--- config.mk ---
export PLATFORM = sky130hd
export DESIGN_NAME = memory_map_line_parser
export DESIGN_NICKNAME = d
export VERILOG_FILES = /design/src/hw/rtl/mmlp_pkg.sv /design/src/hw/rtl/mmlp_fifo.sv /design/src/hw/rtl/mmlp_front.sv /design/src/hw/rtl/mmlp_back.sv /design/src/hw/rtl/memory_map_line_parser.sv
export SDC_FILE = /design/constraint.sdc
export NUM_CORES = 1
export LEC_CHECK = 0
export BUFFER_PORTS_ARGS = -buffer_cell sky130_fd_sc_hd__buf_2
export CAP_MARGIN = 20
export CORE_MARGIN = 5
export CORE_UTILIZATION = 50
export DETAILED_ROUTE_END_ITERATION = 7
export PLACE_DENSITY = 0.76
export REMOVE_ABC_BUFFERS = 1
export SETUP_SLACK_MARGIN = 0.3
export SLEW_MARGIN = 20
export SYNTH_ARGS = -nofsm -noshare
export SYNTH_HDL_FRONTEND = slang
export SYNTH_SLANG_ARGS = --single-unit
--- constraint.sdc ---
create_clock -name clk -period 21.1 [get_ports clk]
set_clock_uncertainty 0.1 [all_clocks]
set_input_delay 2.11 -clock clk [delete_from_list [all_inputs] [get_ports clk]]
set_output_delay 2.11 -clock clk [all_outputs]
set_load 0.1 [all_outputs]
--- src/hw/rtl/mmlp_pkg.sv ---
// Shared types, codes and helpers for the memory-map line parser.
package mmlp_pkg;

  // Default size of the per-line name capture and the register reset value.
  localparam int unsigned NAME_CAP_DEFAULT  = 256;
  localparam logic [15:0] MAX_ENTRIES_RESET = 16'd1024;

  // Depth of the queue between front and back, and of the result queue.
  localparam int unsigned QUEUE_DEPTH = 2;

  // Characters that steer the parse.
  localparam logic [7:0] CHAR_NEWLINE = 8'h0a;
  localparam logic [7:0] CHAR_DASH    = 8'h2d;
  localparam logic [7:0] CHAR_SPACE   = 8'h20;

  // Number of columns skipped before the name starts.
  localparam logic [2:0] SKIP_COLUMNS = 3'd4;

  // Hex fields longer than this many digits are rejected.
  localparam logic [4:0] HEX_DIGITS_MAX = 5'd16;
  localparam logic [4:0] HEX_DIGITS_SAT = 5'd17;

  // Result kinds.
  localparam logic [1:0] KIND_NAME  = 2'd0;
  localparam logic [1:0] KIND_ENTRY = 2'd1;
  localparam logic [1:0] KIND_ERROR = 2'd2;

  // Error codes.
  localparam logic [1:0] ERR_SYNTAX     = 2'd0;
  localparam logic [1:0] ERR_HEX_FIELD  = 2'd1;
  localparam logic [1:0] ERR_NO_NEWLINE = 2'd2;

  // One classified input byte, passed from front to back.
  typedef struct packed {
    logic [7:0] data;
    logic       eob;
    logic       is_hex;
    logic [3:0] hex_val;
    logic       is_newline;
    logic       is_dash;
    logic       is_blank;
  } mmlp_class_t;

  // One result item.
  typedef struct packed {
    logic [1:0]  kind;
    logic [63:0] range_base;
    logic [63:0] range_limit;
    logic [7:0]  name_byte;
    logic [7:0]  name_length;
    logic [15:0] entry_index;
    logic [1:0]  error_code;
  } mmlp_result_t;

  // Hex digit decode: bit 4 marks a valid digit, bits 3:0 hold its value.
  function automatic logic [4:0] hex_decode(input logic [7:0] c);
    logic [4:0] r;
    case (c) inside
      [8'h30:8'h39]: r = {1'b1, 4'(c - 8'h30)};
      [8'h61:8'h66]: r = {1'b1, 4'(c - 8'h57)};
      [8'h41:8'h46]: r = {1'b1, 4'(c - 8'h37)};
      default:       r = 5'd0;
    endcase
    return r;
  endfunction

endpackage

--- src/hw/rtl/mmlp_fifo.sv ---
// Small register-based first-in first-out queue with show-ahead read.
module mmlp_fifo #(
  parameter int unsigned WIDTH = 8,
  parameter int unsigned DEPTH = 2
) (
  input  logic             clk,
  input  logic             rst,
  input  logic             push,
  input  logic [WIDTH-1:0] push_data,
  output logic             full,
  input  logic             pop,
  output logic [WIDTH-1:0] pop_data,
  output logic             empty
);

  localparam int unsigned PTR_W = (DEPTH > 1) ? $clog2(DEPTH) : 1;
  localparam int unsigned CNT_W = $clog2(DEPTH + 1);

  logic [WIDTH-1:0] mem [DEPTH];
  logic [PTR_W-1:0] wr_ptr;
  logic [PTR_W-1:0] rd_ptr;
  logic [CNT_W-1:0] count;
  logic             do_push;
  logic             do_pop;

  assign full     = (count == CNT_W'(DEPTH));
  assign empty    = (count == '0);
  assign do_push  = push && !full;
  assign do_pop   = pop && !empty;
  assign pop_data = mem[rd_ptr];

  // Pointers and fill count.
  always_ff @(posedge clk) begin
    if (rst) begin
      wr_ptr <= '0;
      rd_ptr <= '0;
      count  <= '0;
    end else begin
      if (do_push) begin
        wr_ptr <= (wr_ptr == PTR_W'(DEPTH - 1)) ? '0 : wr_ptr + 1'b1;
      end
      if (do_pop) begin
        rd_ptr <= (rd_ptr == PTR_W'(DEPTH - 1)) ? '0 : rd_ptr + 1'b1;
      end
      if (do_push && !do_pop) begin
        count <= count + 1'b1;
      end else if (do_pop && !do_push) begin
        count <= count - 1'b1;
      end
    end
  end

  // Storage needs no reset.
  always_ff @(posedge clk) begin
    if (do_push) begin
      mem[wr_ptr] <= push_data;
    end
  end

endmodule

--- src/hw/rtl/mmlp_front.sv ---
// Front end: accepts input bytes and tags each one with its character class.
module mmlp_front (
  input  logic                 push,
  input  logic [7:0]           data_byte,
  input  logic                 end_of_buffer,
  output logic                 full,
  input  logic                 cmd_full,
  output logic                 cmd_push,
  output mmlp_pkg::mmlp_class_t cmd_item
);

  logic [4:0] hex;

  assign hex      = mmlp_pkg::hex_decode(data_byte);
  assign full     = cmd_full;
  assign cmd_push = push && !cmd_full;

  // Classify the byte once so the back end steers its parse on flags alone.
  always_comb begin
    cmd_item            = '0;
    cmd_item.data       = data_byte;
    cmd_item.eob        = end_of_buffer;
    cmd_item.is_hex     = hex[4];
    cmd_item.hex_val    = hex[3:0];
    cmd_item.is_newline = (data_byte == mmlp_pkg::CHAR_NEWLINE);
    cmd_item.is_dash    = (data_byte == mmlp_pkg::CHAR_DASH);
    cmd_item.is_blank   = (data_byte == mmlp_pkg::CHAR_SPACE);
  end

endmodule

--- src/hw/rtl/mmlp_back.sv ---
// Back end: runs the line parser over classified bytes and forms results.
module mmlp_back #(
  parameter int unsigned NAME_CAP = mmlp_pkg::NAME_CAP_DEFAULT
) (
  input  logic                  clk,
  input  logic                  rst,
  input  logic                  cfg_write,
  input  logic [15:0]           cfg_data,
  input  logic                  cmd_empty,
  input  mmlp_pkg::mmlp_class_t cmd_item,
  output logic                  cmd_pop,
  input  logic                  res_full,
  output logic                  res_push,
  output mmlp_pkg::mmlp_result_t res_item,
  output logic                  halted
);

  localparam int unsigned NC_W = $clog2(NAME_CAP);

  typedef enum logic [2:0] {
    PH_HEX1,
    PH_HEX2,
    PH_FIND_SPACE,
    PH_FIND_NONSPACE,
    PH_NAME
  } phase_t;

  phase_t      phase, phase_next;
  logic [63:0] start_accum, start_accum_next;
  logic [63:0] limit_accum, limit_accum_next;
  logic [4:0]  digit_count, digit_count_next;
  logic [2:0]  column_count, column_count_next;
  logic [NC_W-1:0] name_count, name_count_next;
  logic [15:0] entries_done, entries_done_next;
  logic        start_bad, start_bad_next;
  logic        halted_next;
  logic [15:0] max_entries;

  logic        step;
  logic        gated;
  logic [4:0]  digit_sat;
  logic [2:0]  column_inc;
  logic        name_room;

  assign step      = !cmd_empty && !res_full;
  assign cmd_pop   = step;
  assign gated     = (phase == PH_HEX1) && (digit_count == '0) &&
                     (entries_done >= max_entries);
  assign digit_sat = (digit_count < mmlp_pkg::HEX_DIGITS_SAT) ? digit_count + 1'b1
                                                               : digit_count;
  assign column_inc = column_count + 1'b1;
  assign name_room  = (name_count != NC_W'(NAME_CAP - 1));

  // Parser step for one byte.
  always_comb begin
    phase_next        = phase;
    start_accum_next  = start_accum;
    limit_accum_next  = limit_accum;
    digit_count_next  = digit_count;
    column_count_next = column_count;
    name_count_next   = name_count;
    entries_done_next = entries_done;
    start_bad_next    = start_bad;
    halted_next       = halted;
    res_push          = 1'b0;
    res_item          = '0;
    res_item.entry_index = entries_done;
    res_item.range_base  = start_accum;
    res_item.range_limit = limit_accum;
    res_item.name_length = 8'(name_count);

    if (step && !halted && !gated) begin
      if (cmd_item.eob && !cmd_item.is_newline) begin
        // A last byte that is not a newline ends the listing badly.
        halted_next     = 1'b1;
        res_push        = 1'b1;
        res_item        = '0;
        res_item.kind        = mmlp_pkg::KIND_ERROR;
        res_item.entry_index = entries_done;
        res_item.error_code  = mmlp_pkg::ERR_NO_NEWLINE;
      end else begin
        case (phase)
          PH_HEX1: begin
            if (cmd_item.is_hex) begin
              if (digit_count < mmlp_pkg::HEX_DIGITS_MAX) begin
                start_accum_next = {start_accum[59:0], cmd_item.hex_val};
              end
              digit_count_next = digit_sat;
            end else if (cmd_item.is_dash) begin
              start_bad_next   = (digit_count == '0) ||
                                 (digit_count > mmlp_pkg::HEX_DIGITS_MAX);
              digit_count_next = '0;
              phase_next       = PH_HEX2;
            end else begin
              halted_next = 1'b1;
              res_push    = 1'b1;
              res_item    = '0;
              res_item.kind        = mmlp_pkg::KIND_ERROR;
              res_item.entry_index = entries_done;
              res_item.error_code  = mmlp_pkg::ERR_SYNTAX;
            end
          end
          PH_HEX2: begin
            if (cmd_item.is_hex) begin
              if (digit_count < mmlp_pkg::HEX_DIGITS_MAX) begin
                limit_accum_next = {limit_accum[59:0], cmd_item.hex_val};
              end
              digit_count_next = digit_sat;
            end else if (cmd_item.is_newline) begin
              halted_next = 1'b1;
              res_push    = 1'b1;
              res_item    = '0;
              res_item.kind        = mmlp_pkg::KIND_ERROR;
              res_item.entry_index = entries_done;
              res_item.error_code  = mmlp_pkg::ERR_SYNTAX;
            end else if (start_bad || (digit_count == '0) ||
                         (digit_count > mmlp_pkg::HEX_DIGITS_MAX)) begin
              halted_next = 1'b1;
              res_push    = 1'b1;
              res_item    = '0;
              res_item.kind        = mmlp_pkg::KIND_ERROR;
              res_item.entry_index = entries_done;
              res_item.error_code  = mmlp_pkg::ERR_HEX_FIELD;
            end else begin
              // The byte that ends the limit field is the first skipped byte.
              digit_count_next  = '0;
              column_count_next = '0;
              phase_next        = PH_FIND_SPACE;
            end
          end
          PH_FIND_SPACE, PH_FIND_NONSPACE, PH_NAME: begin
            if (cmd_item.is_newline) begin
              // End of line: report the entry and start the next line.
              res_push          = 1'b1;
              res_item.kind     = mmlp_pkg::KIND_ENTRY;
              entries_done_next = entries_done + 1'b1;
              phase_next        = PH_HEX1;
              start_accum_next  = '0;
              limit_accum_next  = '0;
              digit_count_next  = '0;
              column_count_next = '0;
              name_count_next   = '0;
              start_bad_next    = 1'b0;
            end else if (phase == PH_FIND_SPACE) begin
              if (cmd_item.is_blank) begin
                phase_next = PH_FIND_NONSPACE;
              end
            end else if ((phase == PH_FIND_NONSPACE) && cmd_item.is_blank) begin
              // Still inside the run of spaces.
            end else begin
              if (phase == PH_FIND_NONSPACE) begin
                column_count_next = column_inc;
              end
              if ((phase == PH_FIND_NONSPACE) && (column_inc < mmlp_pkg::SKIP_COLUMNS)) begin
                phase_next = PH_FIND_SPACE;
              end else begin
                // Name byte, emitted while there is room for it.
                phase_next = PH_NAME;
                if (name_room) begin
                  name_count_next      = name_count + 1'b1;
                  res_push             = 1'b1;
                  res_item.kind        = mmlp_pkg::KIND_NAME;
                  res_item.name_byte   = cmd_item.data;
                  res_item.name_length = 8'(name_count_next);
                end
              end
            end
          end
          default: begin
            phase_next = PH_HEX1;
          end
        endcase
      end
    end
  end

  // Parser state and the configuration register.
  always_ff @(posedge clk) begin
    if (rst) begin
      phase        <= PH_HEX1;
      start_accum  <= '0;
      limit_accum  <= '0;
      digit_count  <= '0;
      column_count <= '0;
      name_count   <= '0;
      entries_done <= '0;
      start_bad    <= 1'b0;
      halted       <= 1'b0;
      max_entries  <= mmlp_pkg::MAX_ENTRIES_RESET;
    end else begin
      phase        <= phase_next;
      start_accum  <= start_accum_next;
      limit_accum  <= limit_accum_next;
      digit_count  <= digit_count_next;
      column_count <= column_count_next;
      name_count   <= name_count_next;
      entries_done <= entries_done_next;
      start_bad    <= start_bad_next;
      halted       <= halted_next;
      if (cfg_write) begin
        max_entries <= cfg_data;
      end
    end
  end

endmodule

--- src/hw/rtl/memory_map_line_parser.sv ---
// Parses a process memory-map listing fed one byte per item and returns, per
// line, the name bytes as they arrive followed by an entry item carrying the
// start and limit addresses. It takes one byte every clock cycle while the reader
// keeps up. Each byte waits in a two-deep byte queue; the parse step in the back
// end takes it from there and writes the result it causes into a two-deep result
// queue, so a stalled reader stops input only once both queues are full. A
// syntax fault, a bad hex field or a last byte that is not a newline gives one
// error item and halts the block until reset. Write max_entries only while idle.
module memory_map_line_parser #(
  parameter int unsigned NAME_CAP = mmlp_pkg::NAME_CAP_DEFAULT
) (
  input  logic        clk,
  input  logic        rst,
  input  logic        push,
  output logic        full,
  input  logic [7:0]  data_byte,
  input  logic        end_of_buffer,
  input  logic        cfg_write,
  input  logic [15:0] cfg_data,
  output logic        empty,
  input  logic        pop,
  output logic [1:0]  result_kind,
  output logic [63:0] range_base,
  output logic [63:0] range_limit,
  output logic [7:0]  name_byte,
  output logic [7:0]  name_length,
  output logic [15:0] entry_index,
  output logic [1:0]  error_code
);

  mmlp_pkg::mmlp_class_t  cmd_in, cmd_out;
  mmlp_pkg::mmlp_result_t res_in, res_out;
  logic cmd_push, cmd_full, cmd_pop, cmd_empty;
  logic res_push, res_full;
  logic halted;

  // Front end: byte classification.
  mmlp_front u_front (
    .push          (push),
    .data_byte     (data_byte),
    .end_of_buffer (end_of_buffer),
    .full          (full),
    .cmd_full      (cmd_full),
    .cmd_push      (cmd_push),
    .cmd_item      (cmd_in)
  );

  // Queue of classified bytes.
  mmlp_fifo #(
    .WIDTH ($bits(mmlp_pkg::mmlp_class_t)),
    .DEPTH (mmlp_pkg::QUEUE_DEPTH)
  ) u_cmd_fifo (
    .clk       (clk),
    .rst       (rst),
    .push      (cmd_push),
    .push_data (cmd_in),
    .full      (cmd_full),
    .pop       (cmd_pop),
    .pop_data  (cmd_out),
    .empty     (cmd_empty)
  );

  // Back end: the line parser.
  mmlp_back #(
    .NAME_CAP (NAME_CAP)
  ) u_back (
    .clk       (clk),
    .rst       (rst),
    .cfg_write (cfg_write),
    .cfg_data  (cfg_data),
    .cmd_empty (cmd_empty),
    .cmd_item  (cmd_out),
    .cmd_pop   (cmd_pop),
    .res_full  (res_full),
    .res_push  (res_push),
    .res_item  (res_in),
    .halted    (halted)
  );

  // Result queue facing the reader.
  mmlp_fifo #(
    .WIDTH ($bits(mmlp_pkg::mmlp_result_t)),
    .DEPTH (mmlp_pkg::QUEUE_DEPTH)
  ) u_res_fifo (
    .clk       (clk),
    .rst       (rst),
    .push      (res_push),
    .push_data (res_in),
    .full      (res_full),
    .pop       (pop),
    .pop_data  (res_out),
    .empty     (empty)
  );

  assign result_kind = res_out.kind;
  assign range_base  = res_out.range_base;
  assign range_limit = res_out.range_limit;
  assign name_byte   = res_out.name_byte;
  assign name_length = res_out.name_length;
  assign entry_index = res_out.entry_index;
  assign error_code  = res_out.error_code;

  // Once halted, the parser stays halted until reset.
  a_halt_sticky: assert property (@(posedge clk) disable iff (rst)
    halted |=> halted)
    else $error("halt flag cleared without reset");

  // A halted parser never produces another item.
  a_halt_silent: assert property (@(posedge clk) disable iff (rst)
    halted |-> !res_push)
    else $error("item produced after halt");

  // The parser only pushes into a result queue that has room.
  a_res_room: assert property (@(posedge clk) disable iff (rst)
    res_push |-> !res_full)
    else $error("result pushed into a full queue");

  // An error item that is pushed halts the parser on the next cycle.
  a_error_halts: assert property (@(posedge clk) disable iff (rst)
    (res_push && (res_in.kind == mmlp_pkg::KIND_ERROR)) |=> halted)
    else $error("error item without halt");

endmodule

==> flow_summary.json, run 1 <==
{
  "path_class": "reg2out",
  "cts_setup_buffers": 0,
  "antennaDiodeCount": 0,
  "nFillCells": 3505,
  "multi_input_area_um2": 7830,
  "synth_area_um2": 23100,
  "worstHoldPathType": "reg2reg",
  "rsz0062_at_grt": "no",
  "drive_above_1_share_pct": 25.9,
  "cts_tree": "built",
  "final_net_count": 1962,
  "row_count": 78,
  "avgRoutedWirePerCell_um": 19.4,
  "finalCritPeriodShare_pct": 23.8,
  "crit_path_start_kind": "flip-flop",
  "synth.distinct_cells": 79,
  "max-slew-margin-rel_pct": 26.1,
  "drt-pass1-iter-count": 5,
  "postCtsHoldBufs": 0,
  "core_um2": 45600,
  "initial_core_util_pct": 50.7,
  "io_pins": 196,
  "synth_edf_count": 362,
  "wirelength_um": 49400,
  "finalHoldViolCount": 0,
  "cts_made_buffers": 54,
  "netlist.area_leader.share_pct": 47.0,
  "ys.flop_type": "edfxtp_1",
  "gr-usage-all-layers_pct": 18.9,
  "period_needed_ps": 5010,
  "setup_violations": 0,
  "critPathMaxFanout": 66,
  "cp_slowest_cell": "buf_4",
  "area_growth_pct": 15.1,
  "worst-endpoint-required_ps": 18890,
  "cp.arrival_ps": 2800,
  "routed_via_density": 5.65,
  "die-area_um2": 50600,
  "clock-sinks": 553,
  "cts_resized": 0,
  "tns_ps": 0,
  "tightest_slew_ps": 1110,
  "first_global_vias": 14400,
  "seqCellArea_um2": 14700,
  "yosysSeqAreaShare_pct": 63.6,
  "dp_hpwl_um": 30900,
  "max_freq_mhz": 200,
  "yosysWarnings": 0,
  "placed_cells": 2447,
  "clockBufferDepth": 3,
  "synth_top_area_cell": "edfxtp_1",
  "slew_viol_final": 0,
  "io_buffers": 195,
  "fin_ws_ps": 16090,
  "vias": 14400,
  "status": "finished, final reports clean",
  "crit_chain": "buf_4 -> mux2_2 -> buf_2",
  "drc_errors": 0,
  "synthArstFlopShare_pct": 0,
  "clk-insertion-delay-late_ps": 590,
  "grt_pass1_wl_um": 77900,
  "pre_cts_slack_ps": 16530,
  "synth_seq_cells": 553,
  "grt_antenna_before_repair": 2,
  "grt_overflow": 0,
  "max_stage_delay_ps": 760,
  "yosys-top-cells-area": "edfxtp_1, dfxtp_1, mux2_2",
  "die_w_um": 225,
  "path_clk_slew_ps": 60,
  "postSynthCellCount": 1749,
  "max_cap_viol_count": 0,
  "grt_max_degree": 119,
  "endpoint_kind": "output port",
  "htree_levels": 2,
  "final_cells": 2549,
  "drt_iter0_drc": 1064,
  "final_antenna_net_count": 0,
  "synth_area_per_cell_um2": 13.2,
  "routabilityCongestion": 0.814,
  "cts_root_buf": "clkbuf_16",
  "die_h_um": 225
}
[kinds of logic (layout without fill, tap and decap cells)]
| kind of cell | Yosys count | after routing | share of synthesized area, % |
|---|---|---|---|
| buffers and inverters | 154 | 354 | 2.78 |
| xor gates and xnor gates | 28 | 28 | 1.06 |
| adders and majority gates | 29 | 29 | 1.57 |
| muxes | 209 | 209 | 10.0 |
| and+or+nand+nor | 500 | 500 | 11.5 |
| AOI/OAI and AO/OA | 276 | 276 | 9.50 |
| DFF | 553 | 553 | 63.6 |
[sequential cells by signal (all words and copies together), names as in the netlist, named ones only]
name	flops
u_back.limit_accum	64
u_cmd_fifo.mem	34
u_res_fifo.count	2
u_back.column_count	3
u_res_fifo.mem	328
u_back.digit_count	5
u_res_fifo.wr_ptr	1
u_back.max_entries	16
u_back.name_count	8
u_cmd_fifo.wr_ptr	1
u_cmd_fifo.rd_ptr	1
u_back.start_accum	64
u_res_fifo.rd_ptr	1
u_cmd_fifo.count	2
u_back.phase	3
u_back.halted	1
u_back.entries_done	16
u_back.start_bad	1
[worst max-delay path, delay by kind of cell (launching register included)]
kind                   cells  cell delay, ps
multiplexers               1             350
flip-flops                 1             570
buffers and inverters      2            1200
[path summary, 6_finish.rpt]
path / from / end / slack (ps) / cells past startpoint
setup reg to reg: u_back.entries_done[0] / u_res_fifo.mem[1][157] / 16630 / 10
setup / recovery: flip-flop / range_limit[47] / 16090 / 3
hold / removal: u_back.start_accum[63] / u_back.start_accum[63] / 350 / 2
hold reg to reg: u_back.start_accum[63] / u_back.start_accum[63] / 350 / 2
[Yosys cell counts (all sizes together), types with 3 or more instances]
master  number
edfxtp     362
mux2       173
nand2       58
mux2i       36
inv         38
nor4         6
o211a       44
a31oi       63
nor2       142
xnor2        7
dfxtp      191
nand4       11
ha          29
o211ai      10
o221ai       4
clkbuf      81
xor2        21
or4          6
a21oi       28
and4         4
o31ai        3
nor2b      134
nor3        20
o21a         5
a41o        48
buf         35
and2        66
nand3b       3
nor3b        3
o41ai        8
nand2b       4
or3          8
nor4b        3
o21ai       31
a211oi       4
o311ai       6
and3         7
nand3       18
[through the flow]
| step | instance area, um2 | util (%) | hold slack (ps) |
|---|---|---|---|
| 2_1_floorplan | 22600 | - | 324 |
| 3_3_place_gp | 24500 | 53.8 | 332 |
| 3_5_place_dp | 24500 | 53.8 | 344 |
| 4_1_cts | 26600 | 58.4 | 352 |
| 5_1_grt | 26600 | 58.4 | 361 |
| 6_report | 26600 | 58.4 | 354 |
[area by class of cell]
type,instances,area share [%]
inverters,38,0.546
clock inverters,27,1.73
flip-flops and latches,553,55.3
clock buffers,75,6.00
well taps,600,2.82
multi-input cells,1042,29.4
repair buffers,214,4.23
[per-layer routing]
layer  share of wire (%)  up-vias  track usage [%]
li1                    -     6812                -
met1                  42     7107             24.3
met2                  50      381             32.4
met3                 5.4      100             3.58
met4                 3.1        4             6.52
met5               0.043        -                0
[cell usage in the layout (no fill, tap or decap), types with 4 or more instances in the layout]
| cell type | synthesis | routed |
|---|---|---|
| o311ai_1 | 4 | 4 |
| dfxtp_1 | 191 | 189 |
| o221ai_1 | 4 | 4 |
| nand4_1 | 11 | 11 |
| nor2_1 | 140 | 139 |
| or3_1 | 8 | 8 |
| clkbuf_1 | 81 | 9 |
| o211a_1 | 44 | 44 |
| and2_1 | 65 | 64 |
| nor3_1 | 19 | 18 |
| nor2b_1 | 133 | 133 |
| a31oi_1 | 63 | 63 |
| nand3_1 | 18 | 18 |
| o21a_1 | 5 | 5 |
| xor2_1 | 21 | 21 |
| nand2_1 | 58 | 58 |
| nor4_1 | 5 | 5 |
| o41ai_1 | 7 | 7 |
| clkinv_2 | 0 | 7 |
| o211ai_1 | 10 | 10 |
| buf_2 | 30 | 194 |
| a21oi_1 | 26 | 26 |
| bufinv_16 | 0 | 13 |
| xnor2_1 | 7 | 7 |
| inv_1 | 38 | 37 |
| o21ai_0 | 27 | 27 |
| clkinv_1 | 0 | 5 |
| or4_1 | 6 | 6 |
| buf_4 | 1 | 19 |
| and3_1 | 7 | 6 |
| ha_1 | 29 | 29 |
| a41o_1 | 48 | 48 |
| mux2_2 | 173 | 173 |
| clkbuf_8 | 0 | 8 |
| edfxtp_1 | 362 | 362 |
| clkbuf_16 | 0 | 58 |
| mux2i_1 | 35 | 35 |
| and4_1 | 4 | 4 |
Power of run 1 is not shown: default switching activity piles up to over one toggle a cycle in this logic, so the estimate is an artifact.
==> inputs of run 2 (changes only) <==
==> constraint.sdc (replaced) <==
create_clock -name clk -period 5 [get_ports clk]
set_clock_uncertainty 0.1 [all_clocks]
set_input_delay 0.5 -clock clk [delete_from_list [all_inputs] [get_ports clk]]
set_output_delay 0.5 -clock clk [all_outputs]
set_load 0.1 [all_outputs]
==> run 2 against run 1 <==
Net effect: core utilization fell by 0.45 points; clock-buffer cell count rose by 13; via count rose by 0.77%; non-clock buffer count rose by 7; critical path type is now reg2reg; highest routed layer unchanged.
==> flow_summary.json, run 2 (synthesized netlist as in run 1, its figures left out) <==
{
  "grt_antenna_before_repair": 1,
  "max_freq_mhz": 256,
  "io_pins": 196,
  "die_h_um": 225,
  "status": "finished, final reports clean",
  "grt_overflow": 0,
  "finalCritPeriodShare_pct": 78.0,
  "tightest_slew_ps": 1070,
  "endpoint_kind": "flip-flop",
  "first_global_vias": 14600,
  "drt-pass1-iter-count": 5,
  "fin_ws_ps": 1100,
  "r2r-start": "u_back.entries_done[0]",
  "routabilityCongestion": 0.876,
  "max_flop_register": "u_res_fifo.mem",
  "cts_tree": "built",
  "avgRoutedWirePerCell_um": 19.6,
  "antennaDiodeCount": 0,
  "drt_iter0_drc": 1088,
  "grt_max_degree": 73,
  "slew_viol_final": 0,
  "cts_setup_buffers": 0,
  "clockBufferDepth": 3,
  "final_cell_mix": "edfxtp_1, buf_2, dfxtp_1",
  "crit_path_start_kind": "flip-flop",
  "r2r_end": "u_res_fifo.mem[1][92]",
  "drive_above_1_share_pct": 25.6,
  "critPathMaxFanout": 68,
  "finalHoldViolCount": 0,
  "worst_hold_startpoint": "end_of_buffer",
  "wirelength_um": 50000,
  "pre_cts_slack_ps": 1090,
  "vias": 14500,
  "period_needed_ps": 3900,
  "reg2reg_slack_ps": 1100,
  "path_class": "reg2reg",
  "worst-endpoint-required_ps": 5210,
  "final_net_count": 1967,
  "cp.arrival_ps": 4110,
  "postCtsHoldBufs": 0,
  "whs_path_depth": 1,
  "setup_violations": 0,
  "die-area_um2": 50600,
  "clock-sinks": 553,
  "cts_resized": 0,
  "grt_busiest_layer": "met2",
  "grtUsageMet2_pct": 32.9,
  "globalRouteMet3Util_pct": 3.04,
  "io_buffers": 195,
  "grt_pass1_wl_um": 79200,
  "max-slew-margin-rel_pct": 28.3,
  "max_cap_viol_count": 0,
  "clk-insertion-delay-late_ps": 580,
  "worstHoldPathType": "in2reg",
  "rsz0062_at_grt": "no",
  "reg_top3": "u_res_fifo.mem: 328 flops, u_back.limit_accum: 64 flops, u_back.start_accum: 64 flops",
  "whs_endpoint": "u_cmd_fifo.mem[1][8]",
  "path_clk_slew_ps": 60,
  "htree_levels": 2,
  "routed_via_density": 5.69,
  "gr-usage-all-layers_pct": 19.1,
  "grt_util_met1_pct": 25.1,
  "area_growth_pct": 14.2,
  "row_count": 78,
  "reg2regPathDepth": 9,
  "die_w_um": 225,
  "drc_errors": 0,
  "initial_core_util_pct": 50.7,
  "cts_root_buf": "clkbuf_16",
  "dp_hpwl_um": 31400,
  "core_um2": 45600,
  "final_common_cell": "edfxtp_1",
  "cts_made_buffers": 52,
  "largest_register_ffs": 328,
  "final_antenna_net_count": 0
}
run 2: cell types whose count changed in the layout (fill, tap and decap cells not counted), sizes merged:
| cell | delta |
|---|---|
| bufinv | -10 |
| buf | +7 |
| clkinv | -8 |
| clkbuf | +13 |
| inv | +1 |
run 2: final cells by class:
| class | count | area, um2 |
|---|---|---|
| multi-input combinational | 1042 | 7830 |
| clock buffer | 88 | 1600 |
| sequential | 553 | 14700 |
| timing repair buffer | 221 | 1220 |
| fill | 3519 | 19200 |
| inverter | 38 | 145 |
| tap | 600 | 751 |
| clock inverter | 10 | 151 |
run 2: critical path: stages, from the launching register on:
cell and delay [ps]:
dfxtp_1 430, inv_1 70, ha_1 290, nand2b_4 150
a2111oi_4 350, nor4_2 130, o311ai_4 580, and3_4 830
buf_4 480, nor2b_1 130
run 2: metal layers:
metal  part of all wire, %  vias to the layer above
li1                      -                     6819
met1                    42                     7228
met2                    50                      379
met3                   4.9                       87
met4                   2.9                        2
met5                 0.014                        -
run 2: through the flow:
stage	std cells	utilization [%]	hold WS, ps	TNS, ps	cell area (um2)
floorplan	1633	-	324	-1921940	22600
global placement	2454	54.1	331	0	24600
detailed placement	2454	54.1	348	0	24600
CTS	2552	57.9	1.65	0	26400
global route	2552	57.9	3.22	0	26400
finish	2552	57.9	27.9	0	26400
run 2: worst max path at each step:
stage,startpoint,endpoint,slack [ps]
floorplan,u_back.entries_done[0],u_res_fifo.mem[0][0],-9090
global placement,u_back.entries_done[0],u_res_fifo.mem[0][144],1160
detailed placement,u_back.entries_done[0],u_res_fifo.mem[1][144],1090
CTS,u_back.entries_done[0],u_res_fifo.mem[1][77],1090
global route,u_back.entries_done[0],u_res_fifo.mem[0][107],860
finish,u_back.entries_done[0],u_res_fifo.mem[1][92],1100
Power of run 2 is left out for the same reason.
==> inputs of run 3 (changes only) <==
--- a/config.mk
+++ b/config.mk
@@ -10,7 +10,7 @@
 export CORE_MARGIN = 5
 export CORE_UTILIZATION = 50
 export DETAILED_ROUTE_END_ITERATION = 7
-export PLACE_DENSITY = 0.76
+export PLACE_DENSITY = 0.78
 export REMOVE_ABC_BUFFERS = 1
 export SETUP_SLACK_MARGIN = 0.3
 export SLEW_MARGIN = 20
==> constraint.sdc (replaced) <==
create_clock -name clk -period 3.5 [get_ports clk]
set_clock_uncertainty 0.1 [all_clocks]
set_input_delay 0.35 -clock clk [delete_from_list [all_inputs] [get_ports clk]]
set_output_delay 0.35 -clock clk [all_outputs]
set_load 0.1 [all_outputs]
==> run 3 against run 2 <==
Net effect: non-clock buffer count rose by 50; final cell count rose by 1.9%; worst hold slack improved by 52 ps; register-to-register slack got worse by 710 ps; die area did not move; design area rose by 2.9%; critical endpoint is now u_back.start_accum[2]; highest routed layer unchanged.
==> flow_summary.json, run 3 (synthesized netlist as in run 1, its figures left out) <==
{
  "wirelength_um": 50900,
  "first_global_vias": 14500,
  "rsz0062_at_grt": "no",
  "max-slew-margin-rel_pct": 33.0,
  "vias": 14800,
  "final_cell_mix": "edfxtp_1, buf_2, dfxtp_1",
  "reg_top3": "u_res_fifo.mem: 328 flops, u_back.limit_accum: 64 flops, u_back.start_accum: 64 flops",
  "finalCritPeriodShare_pct": 88.9,
  "stdcell_area_um2": 27100,
  "worst-endpoint-required_ps": 3850,
  "tightest_slew_ps": 1000,
  "final_cells": 2600,
  "gr-usage-all-layers_pct": 18.9,
  "worstHoldPathType": "in2reg",
  "io_buffers": 195,
  "htree_levels": 2,
  "core_um2": 45600,
  "post-route-util_pct": 59.6,
  "cts_root_buf": "clkbuf_16",
  "grt_antenna_before_repair": 2,
  "crit_path_start_kind": "flip-flop",
  "routabilityCongestion": 0.859,
  "setup_violations": 0,
  "drt-pass1-iter-count": 5,
  "slew_viol_final": 0,
  "largest_register_ffs": 328,
  "placed_cells": 2468,
  "cts_made_buffers": 52,
  "antennaDiodeCount": 0,
  "max_flop_register": "u_res_fifo.mem",
  "dp_hpwl_um": 31800,
  "reg2regPathDepth": 10,
  "avgRoutedWirePerCell_um": 19.6,
  "grt_max_degree": 89,
  "critPathMaxFanout": 72,
  "cts_tree": "built",
  "path_class": "reg2reg",
  "nFillCells": 3424,
  "finalHoldViolCount": 0,
  "drc_errors": 0,
  "final_antenna_net_count": 0,
  "final_net_count": 2018,
  "cp.arrival_ps": 3460,
  "io_pins": 196,
  "max_freq_mhz": 321,
  "die_w_um": 225,
  "tns_ps": 0,
  "final_common_cell": "edfxtp_1",
  "row_count": 78,
  "routed_via_density": 5.68,
  "endpoint_kind": "flip-flop",
  "clk-insertion-delay-late_ps": 570,
  "grt_overflow": 0,
  "clockBufferDepth": 3,
  "die_h_um": 225,
  "whs_path_depth": 4,
  "drt_iter0_drc": 1168,
  "drive_above_1_share_pct": 26.7,
  "dpl_cell_area_um2": 24900,
  "clock-sinks": 553,
  "initial_core_util_pct": 50.7,
  "period_needed_ps": 3110,
  "area_growth_pct": 17.5,
  "die-area_um2": 50600,
  "path_clk_slew_ps": 60,
  "status": "finished, final reports clean",
  "grt_pass1_wl_um": 78200,
  "max_cap_viol_count": 0
}
run 3: changes by cell type in the layout (fill, tap and decap cells not counted), moves of 6 or more:
cell and change:
clkinv_1 +12, bufinv_16 +6, buf_4 +7, buf_12 +10, clkinv_2 +7, clkbuf_1 -16, dlygate4sd3_1 +25, clkbuf_8 -9
run 3: per-layer routing:
metal	global-route usage [%]	part of all wire, %
met1	24.7	41
met2	32.8	51
met3	2.88	5.9
met4	5.70	2.7
met5	0	0.026
run 3: worst paths after layout:
path	start	end	slack [ps]
worst max-delay path	u_back.entries_done[0]	u_back.start_accum[2]	390
worst min-delay path	push	u_cmd_fifo.wr_ptr	80
worst max register to register	u_back.entries_done[0]	u_back.start_accum[2]	390
worst min register to register	u_back.start_accum[63]	u_back.start_accum[63]	360
run 3: area by class of cell:
type | instances | area [um2] | area share (%)
Multi-Input combinational cell | 1043 | 7870 | 29.0
Sequential cell | 553 | 14700 | 54.1
Tap cell | 600 | 751 | 2.77
Inverter | 38 | 145 | 0.535
Timing Repair Buffer | 271 | 1910 | 7.02
Clock inverter | 33 | 385 | 1.42
Clock buffer | 62 | 1390 | 5.12
run 3: critical path, stage by stage, from the launching register on:
cell	delay (ps)
dfxtp_2	390
inv_1	60
ha_1	290
nand2b_4	150
a2111oi_4	340
nor4_2	140
o311a_2	450
buf_12	210
nor2_4	270
buf_12	210
mux2_2	340
run 3: repair_timing:
action                                 CTS  global route
cloned                                   0             5
setup buffers                            0             7
resized for setup                        4            10
setup endpoints to repair              130           448
endpoints found under the hold margin   34             0
pin swaps                                1             4
hold buffers                            25             0
run 3: metrics by stage:
| step | worst slack [ps] | hold WS, ps |
|---|---|---|
| 2_1_floorplan | -10590 | 319 |
| 3_3_place_gp | 268 | 346 |
| 3_5_place_dp | 229 | 351 |
| 4_1_cts | 266 | 55.3 |
| 5_1_grt | 275 | 90.4 |
| 6_report | 389 | 79.6 |
Power of run 3 is left out for the same reason.
